==> config.mk <==
export PLATFORM = sky130hd
export DESIGN_NAME = cruise_mode_controller_top
export DESIGN_NICKNAME = d
export VERILOG_FILES = /design/src/hdl/cmc_pkg.sv /design/src/hdl/cmc_cfg_regs.sv /design/src/hdl/cmc_btn.sv /design/src/hdl/cmc_mode_fsm.sv /design/src/hdl/cruise_mode_controller_top.sv
export SDC_FILE = /design/constraint.sdc
export NUM_CORES = 1
export LEC_CHECK = 0
export ABC_CLOCK_PERIOD_IN_PS = 5180
export BUFFER_PORTS_ARGS = -buffer_cell sky130_fd_sc_hd__buf_2
export CORE_UTILIZATION = 30
export CTS_CLUSTER_DIAMETER = 80
export DETAILED_ROUTE_END_ITERATION = 6
export HOLD_SLACK_MARGIN = 0.12
export PLACE_DENSITY = 0.47
export SLEW_MARGIN = 40
export SYNTH_ARGS = -nofsm -noshare
export SYNTH_HDL_FRONTEND = slang
export SYNTH_SLANG_ARGS = --single-unit
==> constraint.sdc <==
create_clock -name clk -period 5.18 [get_ports clk]
set_clock_uncertainty 0.05 [all_clocks]
set_input_delay 1.036 -clock clk [delete_from_list [all_inputs] [get_ports clk]]
set_output_delay 1.036 -clock clk [all_outputs]
set_load 0.05 [all_outputs]
==> src/hdl/cmc_pkg.sv <==
`timescale 1ns / 1ps

package cmc_pkg;

	typedef enum logic [1:0] {
		MODE_OFF = 2'd0,
		MODE_OVR = 2'd1,
		MODE_ACT = 2'd2
	} mode_t;

	typedef enum logic [1:0] {
		BTN_NONE   = 2'd0,
		BTN_SET    = 2'd1,
		BTN_RESUME = 2'd2,
		BTN_CANCEL = 2'd3
	} btn_t;

	typedef enum logic [2:0] {
		REG_MIN_VEH_SPEED  = 3'd0,
		REG_MAX_VEH_SPEED  = 3'd1,
		REG_MIN_SET_SPEED  = 3'd2,
		REG_MAX_SET_SPEED  = 3'd3,
		REG_MAX_RESUME_GAP = 3'd4,
		REG_RPM_STALE      = 3'd5,
		REG_PEDAL_ENGAGE   = 3'd6,
		REG_PEDAL_RELEASE  = 3'd7
	} reg_idx_t;

	localparam logic [13:0] RPM_LOW  = 14'd600;
	localparam logic [13:0] RPM_HIGH = 14'd7000;
	localparam logic signed [13:0] STEP_UNITS = 14'sd16;

	localparam logic [11:0] RST_MIN_VEH_SPEED  = 12'd480;
	localparam logic [11:0] RST_MAX_VEH_SPEED  = 12'd2400;
	localparam logic [11:0] RST_MIN_SET_SPEED  = 12'd480;
	localparam logic [11:0] RST_MAX_SET_SPEED  = 12'd2400;
	localparam logic [11:0] RST_MAX_RESUME_GAP = 12'd160;
	localparam logic [15:0] RST_RPM_STALE      = 16'd500;
	localparam logic [9:0]  RST_PEDAL_ENGAGE   = 10'd102;
	localparam logic [9:0]  RST_PEDAL_RELEASE  = 10'd51;

	typedef struct packed {
		logic [11:0] speed;
		logic        speed_valid;
		logic [13:0] rpm;
		logic [15:0] rpm_age_ms;
		logic        brake_pressed;
		logic        clutch_pressed;
		logic [9:0]  pedal_level;
		logic [1:0]  button;
	} tick_t;

	typedef struct packed {
		logic [1:0]  mode;
		logic [1:0]  indicator_mode;
		logic [11:0] target_speed;
		logic        override_enable;
		logic        throttle_zero;
		logic        pid_reset;
		logic        pid_run;
		logic        button_event;
	} result_t;

	typedef struct packed {
		logic [11:0] min_vehicle_speed;
		logic [11:0] max_vehicle_speed;
		logic [11:0] min_set_speed;
		logic [11:0] max_set_speed;
		logic [11:0] max_resume_gap;
		logic [15:0] rpm_stale_limit_ms;
		logic [9:0]  pedal_engage_level;
		logic [9:0]  pedal_release_level;
	} cfg_t;

endpackage

==> src/hdl/cmc_cfg_regs.sv <==
`timescale 1ns / 1ps

module cmc_cfg_regs (
	input  logic           clk,
	input  logic           arst_n,
	input  logic           psel,
	input  logic           penable,
	input  logic           pwrite,
	input  logic [4:0]     paddr,
	input  logic [31:0]    pwdata,
	output logic [31:0]    prdata,
	output logic           pready,
	output cmc_pkg::cfg_t  cfg
);

	cmc_pkg::cfg_t cfg_q;
	logic          wr_en;
	logic [2:0]    idx;

	assign pready = 1'b1;
	assign wr_en  = psel & penable & pwrite;
	assign idx    = paddr[4:2];
	assign cfg    = cfg_q;

	always_ff @(posedge clk or negedge arst_n) begin
		if (!arst_n) begin
			cfg_q.min_vehicle_speed   <= cmc_pkg::RST_MIN_VEH_SPEED;
			cfg_q.max_vehicle_speed   <= cmc_pkg::RST_MAX_VEH_SPEED;
			cfg_q.min_set_speed       <= cmc_pkg::RST_MIN_SET_SPEED;
			cfg_q.max_set_speed       <= cmc_pkg::RST_MAX_SET_SPEED;
			cfg_q.max_resume_gap      <= cmc_pkg::RST_MAX_RESUME_GAP;
			cfg_q.rpm_stale_limit_ms  <= cmc_pkg::RST_RPM_STALE;
			cfg_q.pedal_engage_level  <= cmc_pkg::RST_PEDAL_ENGAGE;
			cfg_q.pedal_release_level <= cmc_pkg::RST_PEDAL_RELEASE;
		end else if (wr_en) begin
			unique case (idx)
				cmc_pkg::REG_MIN_VEH_SPEED:  cfg_q.min_vehicle_speed   <= pwdata[11:0];
				cmc_pkg::REG_MAX_VEH_SPEED:  cfg_q.max_vehicle_speed   <= pwdata[11:0];
				cmc_pkg::REG_MIN_SET_SPEED:  cfg_q.min_set_speed       <= pwdata[11:0];
				cmc_pkg::REG_MAX_SET_SPEED:  cfg_q.max_set_speed       <= pwdata[11:0];
				cmc_pkg::REG_MAX_RESUME_GAP: cfg_q.max_resume_gap      <= pwdata[11:0];
				cmc_pkg::REG_RPM_STALE:      cfg_q.rpm_stale_limit_ms  <= pwdata[15:0];
				cmc_pkg::REG_PEDAL_ENGAGE:   cfg_q.pedal_engage_level  <= pwdata[9:0];
				cmc_pkg::REG_PEDAL_RELEASE:  cfg_q.pedal_release_level <= pwdata[9:0];
				default: ;
			endcase
		end
	end

	always_comb begin
		unique case (idx)
			cmc_pkg::REG_MIN_VEH_SPEED:  prdata = {20'd0, cfg_q.min_vehicle_speed};
			cmc_pkg::REG_MAX_VEH_SPEED:  prdata = {20'd0, cfg_q.max_vehicle_speed};
			cmc_pkg::REG_MIN_SET_SPEED:  prdata = {20'd0, cfg_q.min_set_speed};
			cmc_pkg::REG_MAX_SET_SPEED:  prdata = {20'd0, cfg_q.max_set_speed};
			cmc_pkg::REG_MAX_RESUME_GAP: prdata = {20'd0, cfg_q.max_resume_gap};
			cmc_pkg::REG_RPM_STALE:      prdata = {16'd0, cfg_q.rpm_stale_limit_ms};
			cmc_pkg::REG_PEDAL_ENGAGE:   prdata = {22'd0, cfg_q.pedal_engage_level};
			cmc_pkg::REG_PEDAL_RELEASE:  prdata = {22'd0, cfg_q.pedal_release_level};
			default:                     prdata = 32'd0;
		endcase
	end

endmodule

==> src/hdl/cmc_btn.sv <==
`timescale 1ns / 1ps

module cmc_btn #(
	parameter int unsigned REPEAT_DELAY  = 10,
	parameter int unsigned REPEAT_PERIOD = 3
) (
	input  logic       clk,
	input  logic       arst_n,
	input  logic       en,
	input  logic [1:0] button,
	output logic       ev
);

	localparam int unsigned LIMIT = REPEAT_DELAY + REPEAT_PERIOD;
	localparam int unsigned HW    = $clog2(LIMIT);

	logic [1:0]    last_q;
	logic [HW-1:0] hold_q;
	logic [HW-1:0] hold_d;
	logic [HW:0]   hold_inc;

	always_comb begin
		hold_inc = {1'b0, hold_q} + (HW+1)'(1);
		hold_d   = hold_q;
		ev       = 1'b0;
		if (button != last_q) begin
			// press clears the repeat timer; release is no event
			if (button != cmc_pkg::BTN_NONE) begin
				hold_d = '0;
				ev     = 1'b1;
			end
		end else if (button != cmc_pkg::BTN_NONE) begin
			// fold back to the delay point so repeats keep the period
			if (hold_inc >= (HW+1)'(LIMIT)) begin
				hold_d = HW'(REPEAT_DELAY);
			end else begin
				hold_d = hold_inc[HW-1:0];
			end
			ev = ({1'b0, hold_d} == (HW+1)'(REPEAT_DELAY));
		end
	end

	always_ff @(posedge clk or negedge arst_n) begin
		if (!arst_n) begin
			last_q <= cmc_pkg::BTN_NONE;
			hold_q <= '0;
		end else if (en) begin
			last_q <= button;
			hold_q <= hold_d;
		end
	end

endmodule

==> src/hdl/cmc_mode_fsm.sv <==
`timescale 1ns / 1ps

module cmc_mode_fsm (
	input  logic             clk,
	input  logic             arst_n,
	input  logic             en,
	input  cmc_pkg::tick_t   tick,
	input  cmc_pkg::cfg_t    cfg,
	input  logic             ev,
	output cmc_pkg::result_t res
);

	cmc_pkg::mode_t   mode_q;
	cmc_pkg::mode_t   mode_d;
	logic [11:0]      target_q;
	logic [11:0]      target_d;
	logic             elig_base;
	logic             resume_ok;
	logic [11:0]      gap;
	logic             strobe;
	logic             run;
	logic signed [13:0] t_step;
	logic signed [13:0] t_min;
	logic signed [13:0] t_max;

	always_comb begin
		elig_base = !tick.brake_pressed && !tick.clutch_pressed && tick.speed_valid
			&& (tick.speed >= cfg.min_vehicle_speed) && (tick.speed <= cfg.max_vehicle_speed)
			&& (tick.rpm_age_ms <= cfg.rpm_stale_limit_ms)
			&& (tick.rpm >= cmc_pkg::RPM_LOW) && (tick.rpm <= cmc_pkg::RPM_HIGH);
		gap = (tick.speed > target_q) ? (tick.speed - target_q) : (target_q - tick.speed);
		resume_ok = (target_q >= cfg.min_set_speed) && (target_q <= cfg.max_set_speed)
			&& (gap <= cfg.max_resume_gap);

		t_min  = $signed({2'b00, cfg.min_set_speed});
		t_max  = $signed({2'b00, cfg.max_set_speed});
		t_step = $signed({2'b00, target_q});
		if (tick.button == cmc_pkg::BTN_SET) begin
			t_step = t_step - cmc_pkg::STEP_UNITS;
		end else if (tick.button == cmc_pkg::BTN_RESUME) begin
			t_step = t_step + cmc_pkg::STEP_UNITS;
		end
		// when the bounds cross, the lower bound wins only for a step below it, else the upper bound
		if (t_step < t_min) begin
			t_step = t_min;
		end else if (t_step > t_max) begin
			t_step = t_max;
		end
	end

	always_comb begin
		mode_d   = mode_q;
		target_d = target_q;
		strobe   = 1'b0;
		run      = 1'b0;
		unique case (mode_q)
			cmc_pkg::MODE_OVR: begin
				if (!elig_base || tick.button == cmc_pkg::BTN_CANCEL) begin
					mode_d = cmc_pkg::MODE_OFF;
					strobe = 1'b1;
				end else if (tick.pedal_level < cfg.pedal_release_level) begin
					mode_d = cmc_pkg::MODE_ACT;
					strobe = 1'b1;
				end
			end
			cmc_pkg::MODE_ACT: begin
				if (!elig_base || tick.button == cmc_pkg::BTN_CANCEL) begin
					mode_d = cmc_pkg::MODE_OFF;
					strobe = 1'b1;
				end else if (tick.pedal_level > cfg.pedal_engage_level) begin
					mode_d = cmc_pkg::MODE_OVR;
					strobe = 1'b1;
				end else begin
					if (ev) begin
						target_d = t_step[11:0];
					end
					run = 1'b1;
				end
			end
			default: begin
				mode_d = cmc_pkg::MODE_OFF;
				if (ev && (tick.button == cmc_pkg::BTN_SET
						|| tick.button == cmc_pkg::BTN_RESUME)) begin
					if (elig_base && (tick.button == cmc_pkg::BTN_SET || resume_ok)) begin
						if (tick.button == cmc_pkg::BTN_SET) begin
							target_d = tick.speed;
						end
						strobe = 1'b1;
						mode_d = (tick.pedal_level > cfg.pedal_engage_level)
							? cmc_pkg::MODE_OVR : cmc_pkg::MODE_ACT;
					end
				end
			end
		endcase

		res.mode            = mode_d;
		res.indicator_mode  = mode_q;
		res.target_speed    = target_d;
		res.override_enable = (mode_d == cmc_pkg::MODE_ACT);
		res.throttle_zero   = strobe;
		res.pid_reset       = strobe;
		res.pid_run         = run;
		res.button_event    = ev;
	end

	always_ff @(posedge clk or negedge arst_n) begin
		if (!arst_n) begin
			mode_q   <= cmc_pkg::MODE_OFF;
			target_q <= '0;
		end else if (en) begin
			mode_q   <= mode_d;
			target_q <= target_d;
		end
	end

endmodule

==> src/hdl/cruise_mode_controller_top.sv <==
// Cruise mode controller: one control tick per item, one result item per tick.
// An item is taken every cycle unless tick_stall is raised; it passes through the input
// register, then the mode, eligibility and target logic into the result register, from
// which its result is offered. Mode, target and button repeat state advance only when an
// item moves into the result register, so stalls on the result side hold that state.
// Speeds are in 1/16 km/h; a held set or resume button repeats after
// REPEAT_DELAY ticks and then every REPEAT_PERIOD ticks, stepping the target
// by 1 km/h in active mode. Registers sit on the APB port at byte address 4*i.
`timescale 1ns / 1ps

module cruise_mode_controller_top #(
	parameter int unsigned REPEAT_DELAY  = 10,
	parameter int unsigned REPEAT_PERIOD = 3
) (
	input  logic             clk,
	input  logic             arst_n,
	input  logic             tick_valid,
	output logic             tick_stall,
	input  cmc_pkg::tick_t   tick,
	output logic             result_valid,
	input  logic             result_stall,
	output cmc_pkg::result_t result,
	input  logic             psel,
	input  logic             penable,
	input  logic             pwrite,
	input  logic [4:0]       paddr,
	input  logic [31:0]      pwdata,
	output logic [31:0]      prdata,
	output logic             pready
);

	cmc_pkg::cfg_t    cfg;
	cmc_pkg::tick_t   tick_s1;
	logic             tick_valid_s1;
	cmc_pkg::result_t res_d;
	cmc_pkg::result_t result_s2;
	logic             result_valid_s2;
	logic             advance;
	logic             ev;

	assign advance      = tick_valid_s1 && (!result_valid_s2 || !result_stall);
	assign tick_stall   = tick_valid_s1 && !advance;
	assign result_valid = result_valid_s2;
	assign result       = result_s2;

	cmc_cfg_regs u_cfg (
		.clk     (clk),
		.arst_n  (arst_n),
		.psel    (psel),
		.penable (penable),
		.pwrite  (pwrite),
		.paddr   (paddr),
		.pwdata  (pwdata),
		.prdata  (prdata),
		.pready  (pready),
		.cfg     (cfg)
	);

	cmc_btn #(
		.REPEAT_DELAY  (REPEAT_DELAY),
		.REPEAT_PERIOD (REPEAT_PERIOD)
	) u_btn (
		.clk    (clk),
		.arst_n (arst_n),
		.en     (advance),
		.button (tick_s1.button),
		.ev     (ev)
	);

	cmc_mode_fsm u_fsm (
		.clk    (clk),
		.arst_n (arst_n),
		.en     (advance),
		.tick   (tick_s1),
		.cfg    (cfg),
		.ev     (ev),
		.res    (res_d)
	);

	always_ff @(posedge clk or negedge arst_n) begin
		if (!arst_n) begin
			tick_valid_s1 <= 1'b0;
		end else if (!tick_stall) begin
			tick_valid_s1 <= tick_valid;
		end
	end

	always_ff @(posedge clk) begin
		if (tick_valid && !tick_stall) begin
			tick_s1 <= tick;
		end
	end

	always_ff @(posedge clk or negedge arst_n) begin
		if (!arst_n) begin
			result_valid_s2 <= 1'b0;
		end else if (advance) begin
			result_valid_s2 <= 1'b1;
		end else if (!result_stall) begin
			result_valid_s2 <= 1'b0;
		end
	end

	always_ff @(posedge clk) begin
		if (advance) begin
			result_s2 <= res_d;
		end
	end

`ifndef SYNTHESIS
	// a mode change always strobes the regulator reset and throttle zero
	a_strobe_on_change: assert property (@(posedge clk) disable iff (!arst_n)
		result_valid_s2 |-> (result_s2.pid_reset == (result_s2.mode != result_s2.indicator_mode))
			&& (result_s2.throttle_zero == result_s2.pid_reset))
		else $error("strobe does not match mode change");

	a_run_active: assert property (@(posedge clk) disable iff (!arst_n)
		(result_valid_s2 && result_s2.pid_run) |->
			(result_s2.mode == cmc_pkg::MODE_ACT && result_s2.indicator_mode == cmc_pkg::MODE_ACT))
		else $error("regulator run outside steady active mode");

	a_advance_fills: assert property (@(posedge clk) disable iff (!arst_n)
		advance |=> result_valid_s2)
		else $error("result register lost an item");

	a_chain_mode: assert property (@(posedge clk) disable iff (!arst_n)
		advance ##1 (tick_valid_s1 && advance) |->
			(res_d.indicator_mode == result_s2.mode))
		else $error("mode state does not follow previous result");
`endif

endmodule
Word-level counts from Yosys, hierarchy flattened
Cells that the tools add are included.
{ "word_totals": {"ff_bits": 195, "inputBits": 101, "out_inout_bits": 56, "word_cells": 144} }
{ "op_classes": {"add_sub_neg": 5, "n_lt_le_gt_ge": 14, "n_eq_ne": 16, "n_mux": 40, "bitwise_logic": 3, "n_reduce_logical": 37} }
{ "op_table": {"columns": ["op", "count"], "rows": [
  ["32-bit one-hot mux with 8 select lines", 1],
  ["12-bit two-way mux", 9],
  ["12-bit <= comparator", 3],
  ["14-bit two-way mux", 2],
  ["12-bit >= comparator", 2],
  ["4-bit two-way mux", 6],
  ["12-bit one-hot mux with 2 select lines", 1],
  ["12-bit subtractor", 2],
  ["2-bit AND reduction", 9],
  ["16-bit <= comparator", 1],
  ["14-bit by 10-bit >= comparator with 1-bit output, second input constant", 1],
  ["14-bit by 13-bit greater-than comparator with 1-bit output", 1],
  ["14-bit by 13-bit <= comparator with 1-bit output, second input constant", 1],
  ["1-bit logical AND", 14],
  ["14-bit by 13-bit less-than comparator with 1-bit output", 1],
  ["2-bit two-way mux", 7],
  ["12-bit by 5-bit adder with 13-bit output, second input constant", 1],
  ["12-bit by 5-bit subtractor with 13-bit output, second input constant", 1],
  ["3-bit == test, second input constant", 4],
  ["12-bit greater-than comparator", 1],
  ["1-bit two-way mux", 12],
  ["10-bit greater-than comparator", 1],
  ["10-bit less-than comparator", 1],
  ["2-bit == test, second input constant", 4],
  ["17 further kinds", 29]
]} }

Longest topological paths before layout
Gate-level depths: netlist of run 1.
{ "logic_depth": {"word_depth": 13, "mapped_depth": 23} }

By module
A second synthesis of run 1 with hierarchy kept.
{ "hier_totals": {"cells_unflattened": 1242, "hier_area_um2": 13365.3} }
{ "by_module_without_submodules": {"columns": ["mod", "instances", "cells_per_inst", "area_per_inst_um2"], "rows": [
  ["cmc_mode_fsm", 1, 777, 5830.6],
  ["cmc_cfg_regs", 1, 333, 4654.5],
  ["cruise_mode_controller_top", 1, 86, 2434.8],
  ["cmc_btn", 1, 46, 445.4]
]} }

Worst setup path before layout of run 1
No wires, ideal clock.
{ "synth_timing": {"path_kind": "reg2reg", "startpoint": "register u_fsm.target_q[4]", "endpoint": "register u_fsm.mode_q[1]", "setup_time_ns": 0.128, "arrival_ns": 4.512, "required_ns": 5.002, "path_slack_ns": 0.491, "path_stages_with_launch": 21, "n_path_buf": 2, "synth_period_minus_slack_ns": 4.689, "path_cell_list": "dfrtp_1 ha_1 clkbuf_1 a21o_1 a221oi_1 o211a_1 nor2_1 buf_2 a221o_1 a221oi_1 o21ai_0 xor2_1 ha_1 nand4_1 a211o_1 o211ai_1 o31ai_1 a31oi_1 o32a_1 o21ai_2 mux2_1"} }
{ "synth_rtl": {"columns": ["item", "line_no", "text"], "rows": [
  ["start, declared", "cmc_mode_fsm.sv:15", "logic [11:0] target_q;"],
  ["start signal, assigned", "cmc_mode_fsm.sv:112", "target_q <= target_d;"],
  ["end signal, assigned", "cmc_mode_fsm.sv:108", "mode_q <= cmc_pkg::MODE_OFF;"],
  ["end signal, assigned", "cmc_mode_fsm.sv:111", "mode_q <= mode_d;"],
  ["end, declared", "cmc_mode_fsm.sv:13", "cmc_pkg::mode_t mode_q;"]
]} }

==> results of run 1 <==
## Yosys cell counts, types with 16 or more instances
cell | instances | area share, %
edfxtp_1 | 77 | 18
nor2_1 | 65 | 1.9
nand2_1 | 143 | 4.1
nor3_1 | 20 | 0.77
dfstp_2 | 32 | 6.5
clkbuf_1 | 40 | 1.2
ha_1 | 144 | 14
a21oi_1 | 105 | 4.1
inv_1 | 135 | 3.9
mux2i_1 | 23 | 1.8
a31oi_1 | 16 | 0.77
a21o_1 | 22 | 1.3
nand3_1 | 33 | 1.3
dfrtp_1 | 86 | 17
o21ai_0 | 142 | 5.5
buf_4 | 26 | 1.5
nand4_1 | 30 | 1.4
## how the worst max path moves through the flow
stage / startpoint / endpoint / slack [ps] / depth (start not counted)
finish: u_fsm.target_q[9] / result[4] / 250 / 22
global route: tick_s1[54] / result[4] / -10 / 22
CTS: tick_s1[54] / result[4] / 140 / 21
detailed placement: tick_s1[54] / result[4] / 130 / 21
global placement: tick_s1[55] / result[19] / 240 / 22
floorplan: u_fsm.target_q[4] / u_fsm.mode_q[1] / 490 / 20
## final cells by class
class                           count  area share (%)
Timing Repair Buffer              193           7.590
Sequential cell                   195           34.94
Inverter                          139           3.436
Tap cell                          577           4.755
Clock inverter                     13           1.096
Clock buffer                       19           2.991
Multi-Input combinational cell    989           45.19
## per-layer routing
layer	global-route usage [%]	up-vias	wire [um]
li1	-	5271	-
met1	27.98	5147	20440
met2	30.54	274	18810
met3	3.097	42	1958
met4	6.620	0	1104
met5	0	-	0
## worst max-delay path: stages (launching register included)
cell	delay, ps
dfrtp_1	440
inv_1	250
ha_1	260
a21oi_1	60
o211a_1	250
a21o_1	210
nor2_2	180
buf_4	200
buf_4	180
mux2_2	360
a221oi_1	260
o21ai_0	170
xor2_1	180
ha_1	300
nand4_1	100
a211o_1	290
o211ai_1	100
o31ai_2	120
a31oi_1	180
buf_4	160
o32a_1	160
o21ai_2	70
and2_1	170
## repair_timing
action                                  in CTS  in global routing
endpoints found under the setup margin       0                  6
endpoints found under the hold margin        0                  0
resized for setup                            0                  8
setup buffers                                0                  0
hold buffers                                 0                  0
## logic make-up (layout without fill, tap and decap cells)
family	after synthesis	in the layout
and+or+nand+nor	351	351
adders and majority gates	146	146
other	2	17
muxes	38	38
AOI/OAI and AO/OA	416	416
buffers and inverters	221	364
DFF	195	195
xor gates and xnor gates	21	21
## sequential cells by signal, summed over array words and instances (netlist names)
| name | count |
|---|---|
| u_btn.hold_q | 4 |
| result | 20 |
| tick_valid_s1 | 1 |
| u_fsm.mode_q | 2 |
| u_fsm.target_q | 12 |
| u_btn.last_q | 2 |
| result_valid | 1 |
| u_cfg.cfg | 96 |
| tick_s1 | 57 |
## power breakdown
| group | switching, mW | internal [mW] |
|---|---|---|
| registers | 0.152 | 1.88 |
| clock network | 0.633 | 0.796 |
| logic | 0.990 | 0.540 |
## metrics by stage
stage / cell area (sq um) / TNS [ps] / hold slack [ps] / power (mW)
after floorplan: 13030 / 0 / 407.4 / 3.032
after global placement: 14510 / 0 / 422.8 / 3.557
after detailed placement: 14520 / 0 / 446.0 / 3.585
after CTS: 15140 / 0 / 456.5 / 5.033
after global routing: 15180 / -15.67 / 497.0 / 5.297
final: 15180 / 0 / 449.9 / 4.989
==> flow_summary.ini, run 1 <==
[global_route]
grt_pass1_wl_um = 64490
grt.total_usage_pct = 19.75
grt_start_max_net_pins = 55
antenna_found_initial = 0
grt_overflow = 0
grt_pass1_vias = 10430

[clocking]
cts_tree = done
clockBufferDepth = 2
clock_latency_ps = 450
htreeDepth = 4
clock-sinks = 195
ctsRootBufferMaster = clkbuf_16
clkTransAtPathRegs_ps = 70
cts-buffers-inserted = 17

[yosys]
synth_top_family_by_area = compound AO/OA/AOI/OAI gates
synthSimpleGateAreaFrac_pct = 12.98
syn_area_sq_um = 12970
seq_area_frac_synth_pct = 40.90
syn_inst = 1390
synth-edff-count = 77
synth_fa_ha_area_share_pct = 14.20
synth_xor_area_share_pct = 1.418
synth_ff_type = dfrtp_1
yosys_register_bits = 195
synth_cell_types = 78
synth_mux_area_share_pct = 3.425
yosys_warnings = 0
synth-compound-area-share_pct = 19.80
synth_area_per_cell_sq_um = 9.331
async_flop_share_pct = 60.51

[sta]
post-route-period-util_pct = 95.21
worstMarginPinSlew_ps = 716.0
fin_crit_ps = 4932
setup_viol = 0
post-route-worst-setup-slack_ps = 248.4
finalMaxSlewViolations = 0
grt_setup_unrepaired = yes
slew_headroom_pct = 51.90
hold_viol_final = 0
max_freq_mhz = 202.8

[placed_design]
dp_cells = 2093
dpl.hpwl_um = 33910
gp_congestion = 0.8838
pre_cts_slack_ps = 128.1
portBuffers = 121

[critical_path]
reg2reg_slack_ps = 250
worstPathArrival_ps = 5100
worstReg2RegStart = u_fsm.target_q[9]
critPathRequiredTime_ps = 5340
crit_fanout = 10
start_kind = register
setup.worst_path.class = register to register
end_kind = register
r2r_end = result[4]
reg2reg_depth = 22

[flow_run]
drv_cap = 0

[finish]
syn_to_final_growth_pct = 17.07
n_fill_cell = 4320
final_cells = 2125
register_area_sq_um = 5305
drive_above_1_share_pct = 19.32
multi_input_area_sq_um = 6862
antenna-diode-count = 0
final_cell_mix = ha_1, nand2_1, o21ai_0
fin_util_pct = 35.88
final_nets = 1782
layout_commonest_cell = ha_1

[drt]
antenna_left = 0
drc = 0
drtIter0Drc = 834
avgViaCountPerCell = 5.051
drtPass1Iterations = 5
routed_wl_um = 42310
vias = 10730
wl_per_cell_um = 19.91

[die]
core-area_sq_um = 42320
rows = 75
start_util_pct = 30.65
die_h_um = 209.9
io_pins = 157
die_w_um = 209.9
dieArea_sq_um = 44070

[hold_path]
hp-start = tick_valid_s1
worstHoldPathType = register to register
hold_path_depth = 1
min_to = result_valid

[outcome]
status = complete, no violations

[pwr]
power_density_nw_per_um2 = 328.6
leakage_nw = 6.868
ir_drop_mv = 0.2398
Note: power is estimated with default switching activity, not from simulation.
==> run 2: changes to the inputs <==
==> constraint.sdc (replaced) <==
create_clock -name clk -period 5.18 [get_ports clk]
set_clock_uncertainty 0.05 [all_clocks]
set_input_delay 0 -clock clk [delete_from_list [all_inputs] [get_ports clk]]
set_output_delay 0 -clock clk [all_outputs]
set_load 0.05 [all_outputs]
==> run 2 against run 1 <==
Utilization grew 1.5 points. Sequential power about the same. Non-clock buffer count increased by 62. Total power barely moved. Register-to-register slack improved by 80 ps. Routed wire length increased by 4.4%. Cell count increased by 2.9%. Critical path type unchanged. Largest cell class unchanged.
==> flow_summary.ini, run 2 (synthesis results as in run 1) <==
[outcome]
status = complete, no violations

[placed_design]
pre_cts_slack_ps = 73.35
post_dp_cell_area_sq_um = 14390
gp_congestion = 0.8965
portBuffers = 121
dpl.hpwl_um = 33950

[drt]
antenna_left = 0
drtIter0Drc = 911
drc = 0
avgViaCountPerCell = 5.088
wl_per_cell_um = 20.19
routed_wl_um = 44160
vias = 11130
drtPass1Iterations = 6

[clocking]
cts-buffers-inserted = 17
cts_tree = done
clkTransAtPathRegs_ps = 80
clock_latency_ps = 480
postCtsSetupBuffers = 0
htreeDepth = 4
ctsRootBufferMaster = clkbuf_16
clockBufferDepth = 2
clock-sinks = 195

[pwr]
power_density_nw_per_um2 = 315.4
leakage_nw = 7.093
ir_drop_mv = 0.2724

[finish]
layout_commonest_cell = ha_1
final_nets = 1844
syn_to_final_growth_pct = 21.92
drive_above_1_share_pct = 17.39
stdcell_area_sq_um = 15810
final_cell_mix = ha_1, nand2_1, o21ai_0
antenna-diode-count = 0
largest_reg_flops = 96

[die]
io_pins = 157
die_h_um = 209.9
core-area_sq_um = 42320
dieArea_sq_um = 44070
start_util_pct = 30.65
die_w_um = 209.9
rows = 75

[global_route]
grt_overflow = 0
antenna_found_initial = 1
grt_pass1_vias = 10840
grt_start_max_net_pins = 70
grt.total_usage_pct = 20.62
grt_pass1_wl_um = 66940

[critical_path]
crit_fanout = 8
start_kind = register
setup.worst_path.class = register to register
worstPathArrival_ps = 5030
critPathRequiredTime_ps = 5360
worstReg2RegStart = u_fsm.target_q[0]
reg2reg_slack_ps = 330
r2r_end = result[4]
reg2reg_depth = 22
end_kind = register

[sta]
finalMaxSlewViolations = 0
post-route-period-util_pct = 93.61
setup_viol = 0
tns_ps = 0
hold_viol_final = 0
post-route-worst-setup-slack_ps = 330.9
max_freq_mhz = 206.2
grt_setup_unrepaired = no
fin_crit_ps = 4849
slew_headroom_pct = 48.36
whs_ps = 116.7
worstMarginPinSlew_ps = 774.7

[flow_run]
drv_cap = 0

[hold_path]
worstHoldPathType = primary input to asynchronous set/reset pin
==> run 2: cell types whose count changed in the layout (fill, tap and decap cells not counted), moves of 2 or more <==
cell,before,now
buf_4,72,54
clkinv_4,1,3
clkinv_2,2,0
dlygate4sd3_1,0,80
bufinv_16,3,0
clkinv_8,0,2
inv_8,1,4
a31oi_2,0,2
nor2_1,64,62
==> run 2: layer usage <==
metal	up-vias	track usage (%)	wire length [um]
li1	5413	-	-
met5	-	0	0
met2	296	32.20	20060
met3	51	3.561	2209
met4	0	7.626	1275
met1	5368	28.47	20620
==> run 2: cell type report <==
type	instances	area [sq um]
Tap cell	577	721.9
Clock inverter	12	130.1
Multi-Input combinational cell	989	6848
Clock buffer	20	467.9
Inverter	139	521.8
Fill cell	4299	26510
Timing Repair Buffer	255	1818
Sequential cell	195	5305
==> run 2: where the power goes <==
| group | internal (mW) | switching, mW |
|---|---|---|
| Clock | 0.685 | 0.695 |
| Sequential | 1.88 | 0.150 |
| Combinational | 0.565 | 1.01 |
==> run 2: critical path, cell delays in order, from the launching register on <==
cell and delay, ps:
dfrtp_1 480, inv_1 220, ha_1 180, inv_1 60, fa_1 380, a21o_1 170
a21o_1 180, a21o_1 180, a21o_1 200, a21oi_1 160, o21ai_0 100, a21oi_1 230
o21ai_0 130, xor2_1 170, ha_1 300, nand4_1 110, a211o_1 290, o211ai_1 80
o31ai_1 140, a31oi_2 340, o32a_1 230, o21ai_2 70, and2_1 160
==> run 2: stage by stage <==
stage          power (mW)  utilization (%)  std cells
2_1_floorplan       3.032                -       1405
3_3_place_gp        3.563            33.97       2075
3_5_place_dp        3.584            34.01       2075
4_1_cts             5.026            37.31       2187
5_1_grt             5.282            37.36       2187
6_report            4.987            37.36       2187
==> run 2: worst max-delay path by stage <==
stage	startpoint	to	slack [ps]	depth (start not counted)
2_1_floorplan	u_fsm.target_q[4]	u_fsm.mode_q[1]	490	20
3_3_place_gp	tick_s1[55]	u_fsm.mode_q[1]	150	21
3_5_place_dp	tick_s1[55]	u_fsm.mode_q[1]	70	21
4_1_cts	tick_s1[55]	result[4]	40	21
5_1_grt	tick_s1[55]	result[4]	50	22
6_report	u_fsm.target_q[0]	result[4]	330	22
==> run 2: timing repair <==
| action | in CTS | in global routing |
|---|---|---|
| endpoints found under the hold margin | 223 | 0 |
| resized for setup | 0 | 4 |
| hold buffers | 80 | 0 |
| setup endpoints to repair | 0 | 6 |
==> run 3: changes to the inputs <==
--- a/config.mk
+++ b/config.mk
@@ -11,7 +11,7 @@
 export CTS_CLUSTER_DIAMETER = 80
 export DETAILED_ROUTE_END_ITERATION = 6
 export HOLD_SLACK_MARGIN = 0.12
-export PLACE_DENSITY = 0.47
+export PLACE_DENSITY_LB_ADDON = 0.2
 export SLEW_MARGIN = 40
 export SYNTH_ARGS = -nofsm -noshare
 export SYNTH_HDL_FRONTEND = slang
==> run 3 against run 2 <==
The flow now finishes with violations (DRC). Die area unchanged. Cell count hardly changed. Utilization is essentially flat. Global-route usage is essentially flat. Critical path depth shrank 1. Fmax decreased by 0.87%. Clock power hardly changed. Final area grew 0.12%. Sequential cell count did not move. Largest cell class unchanged.
==> flow_summary.ini, run 3 (synthesis results as in run 1) <==
[outcome]
status = complete, but fails checks
failed_checks = DRC

[placed_design]
gp_congestion = 0.8979
dp_cells = 2074
dpl.hpwl_um = 33900
post_dp_cell_area_sq_um = 14380
portBuffers = 121

[critical_path]
worstReg2RegStart = tick_s1[51]
cp_slowest_cell = edfxtp_1
r2r_end = u_fsm.mode_q[1]
reg2reg_depth = 21
crit_family = compound AO/OA/AOI/OAI gates
worstPathArrival_ps = 5180
slowest_delay_ps = 400
cp_num_buf_inv = 2
cp_cell_sequence = inv_1, ha_1, and2_1, a221oi_1, buf_4, o211a_1, nor2_4, mux2i_1, a221o_1, a221oi_2, o21ai_0, xor2_1, ha_1, nand4_1, a211o_1, o211ai_1, o31ai_2, a31oi_2, o32a_1, o21ai_2, mux2_1
crit_fanout = 5
setup.worst_path.class = register to register
end_kind = register
reg2reg_slack_ps = 290
start_kind = register
cpMostUsedCell = ha_1
critPathRequiredTime_ps = 5470

[global_route]
antenna_found_initial = 0
grt_start_max_net_pins = 59
grt_pass1_wl_um = 67610
grt_overflow = 0
grt.total_usage_pct = 20.66
grt_pass1_vias = 11030

[finish]
n_fill_cell = 4262
drive_above_1_share_pct = 17.56
final_cells = 2189
antenna-diode-count = 0
final_nets = 1846
final_cell_mix = nand2_1, ha_1, o21ai_0
layout_commonest_cell = nand2_1
syn_to_final_growth_pct = 22.06
fin_util_pct = 37.41
largest_reg_flops = 96
stdcell_area_sq_um = 15830

[die]
core-area_sq_um = 42320
io_pins = 157
die_w_um = 209.9
die_h_um = 209.9
dieArea_sq_um = 44070
start_util_pct = 30.65
rows = 75

[clocking]
cts-buffers-inserted = 17
ctsRootBufferMaster = clkbuf_16
clkTransAtPathRegs_ps = 80
clock_latency_ps = 470
clockBufferDepth = 2
htreeDepth = 4
cts_tree = done
clock-sinks = 195

[pwr]
ir_drop_mv = 0.1783
leakage_nw = 7.090
power.total_mw = 4.974
power_density_nw_per_um2 = 314.2

[sta]
setup_viol = 0
grt_setup_unrepaired = no
worstMarginPinSlew_ps = 806.3
hold_viol_final = 0
finalMaxSlewViolations = 0
fin_crit_ps = 4891
tns_ps = 0
max_freq_mhz = 204.4
post-route-period-util_pct = 94.43
slew_headroom_pct = 46.24

[hold_path]
hold_path_depth = 2
worstHoldPathType = primary input to register
min_to = tick_s1[39]
hp-start = tick[39]

[drt]
drtPass1Iterations = 7
antenna_left = 0
avgViaCountPerCell = 5.049
drc = 1
wl_per_cell_um = 20.34
routed_wl_um = 44510
vias = 11050
drtIter0Drc = 806

[flow_run]
drv_cap = 0
[run 3: final cells by class]
class                      instances  area [sq um]  area share (%)
sequential                       195          5305           33.51
timing repair buffer             257          1849           11.68
clock inverter                    13         145.1          0.9168
tap                              577         721.9           4.560
clock buffer                      19         432.9           2.735
multi-input combinational        989          6855           43.30
inverter                         139         521.8           3.296
[run 3: per-stage QoR]
| step | setup slack (ps) | hold WS, ps |
|---|---|---|
| after floorplan | 490.7 | -345.6 |
| after global placement | 128.4 | 125.9 |
| after detailed placement | -2.358 | 18.98 |
| after CTS | 111.8 | 170.1 |
| after global routing | 21.25 | 178.9 |
| final | 288.5 | 189.3 |
[run 3: layer usage]
layer,wire length (um),share of wire [%],GRT usage [%]
met1,20840,47,28.11
met5,0,0,0
met4,1209,2.7,7.626
met3,1994,4.5,2.798
met2,20470,46,33.39
[run 3: worst max-delay path by stage]
| stage | from | end | slack, ps | cells past startpoint |
|---|---|---|---|---|
| 3_3_place_gp | tick_s1[45] | u_fsm.mode_q[1] | 130 | 21 |
| 4_1_cts | tick_s1[45] | u_fsm.mode_q[1] | 110 | 21 |
| 6_report | tick_s1[51] | u_fsm.mode_q[1] | 290 | 21 |
| 5_1_grt | tick_s1[51] | u_fsm.mode_q[1] | 20 | 22 |
| 2_1_floorplan | u_fsm.target_q[4] | u_fsm.mode_q[1] | 490 | 20 |
| 3_5_place_dp | tick_s1[45] | u_fsm.mode_q[1] | -2 | 21 |
[run 3: timing repair]
| action | 4_1_cts | 5_1_grt |
|---|---|---|
| buffers inserted | 0 | 0 |
| endpoints found under the setup margin | 2 | 5 |
| hold buffers | 82 | 0 |
| gates resized for setup | 1 | 8 |
| endpoints found under the hold margin | 215 | 0 |
| pin swaps | 0 | 1 |
[run 3: power by group]
part	internal, mW	total [mW]	leakage (nW)	switching (mW)
sequential	1.88	2.03	2.08	0.153
combinational	0.571	1.59	4.73	1.02
clock	0.682	1.36	0.282	0.673
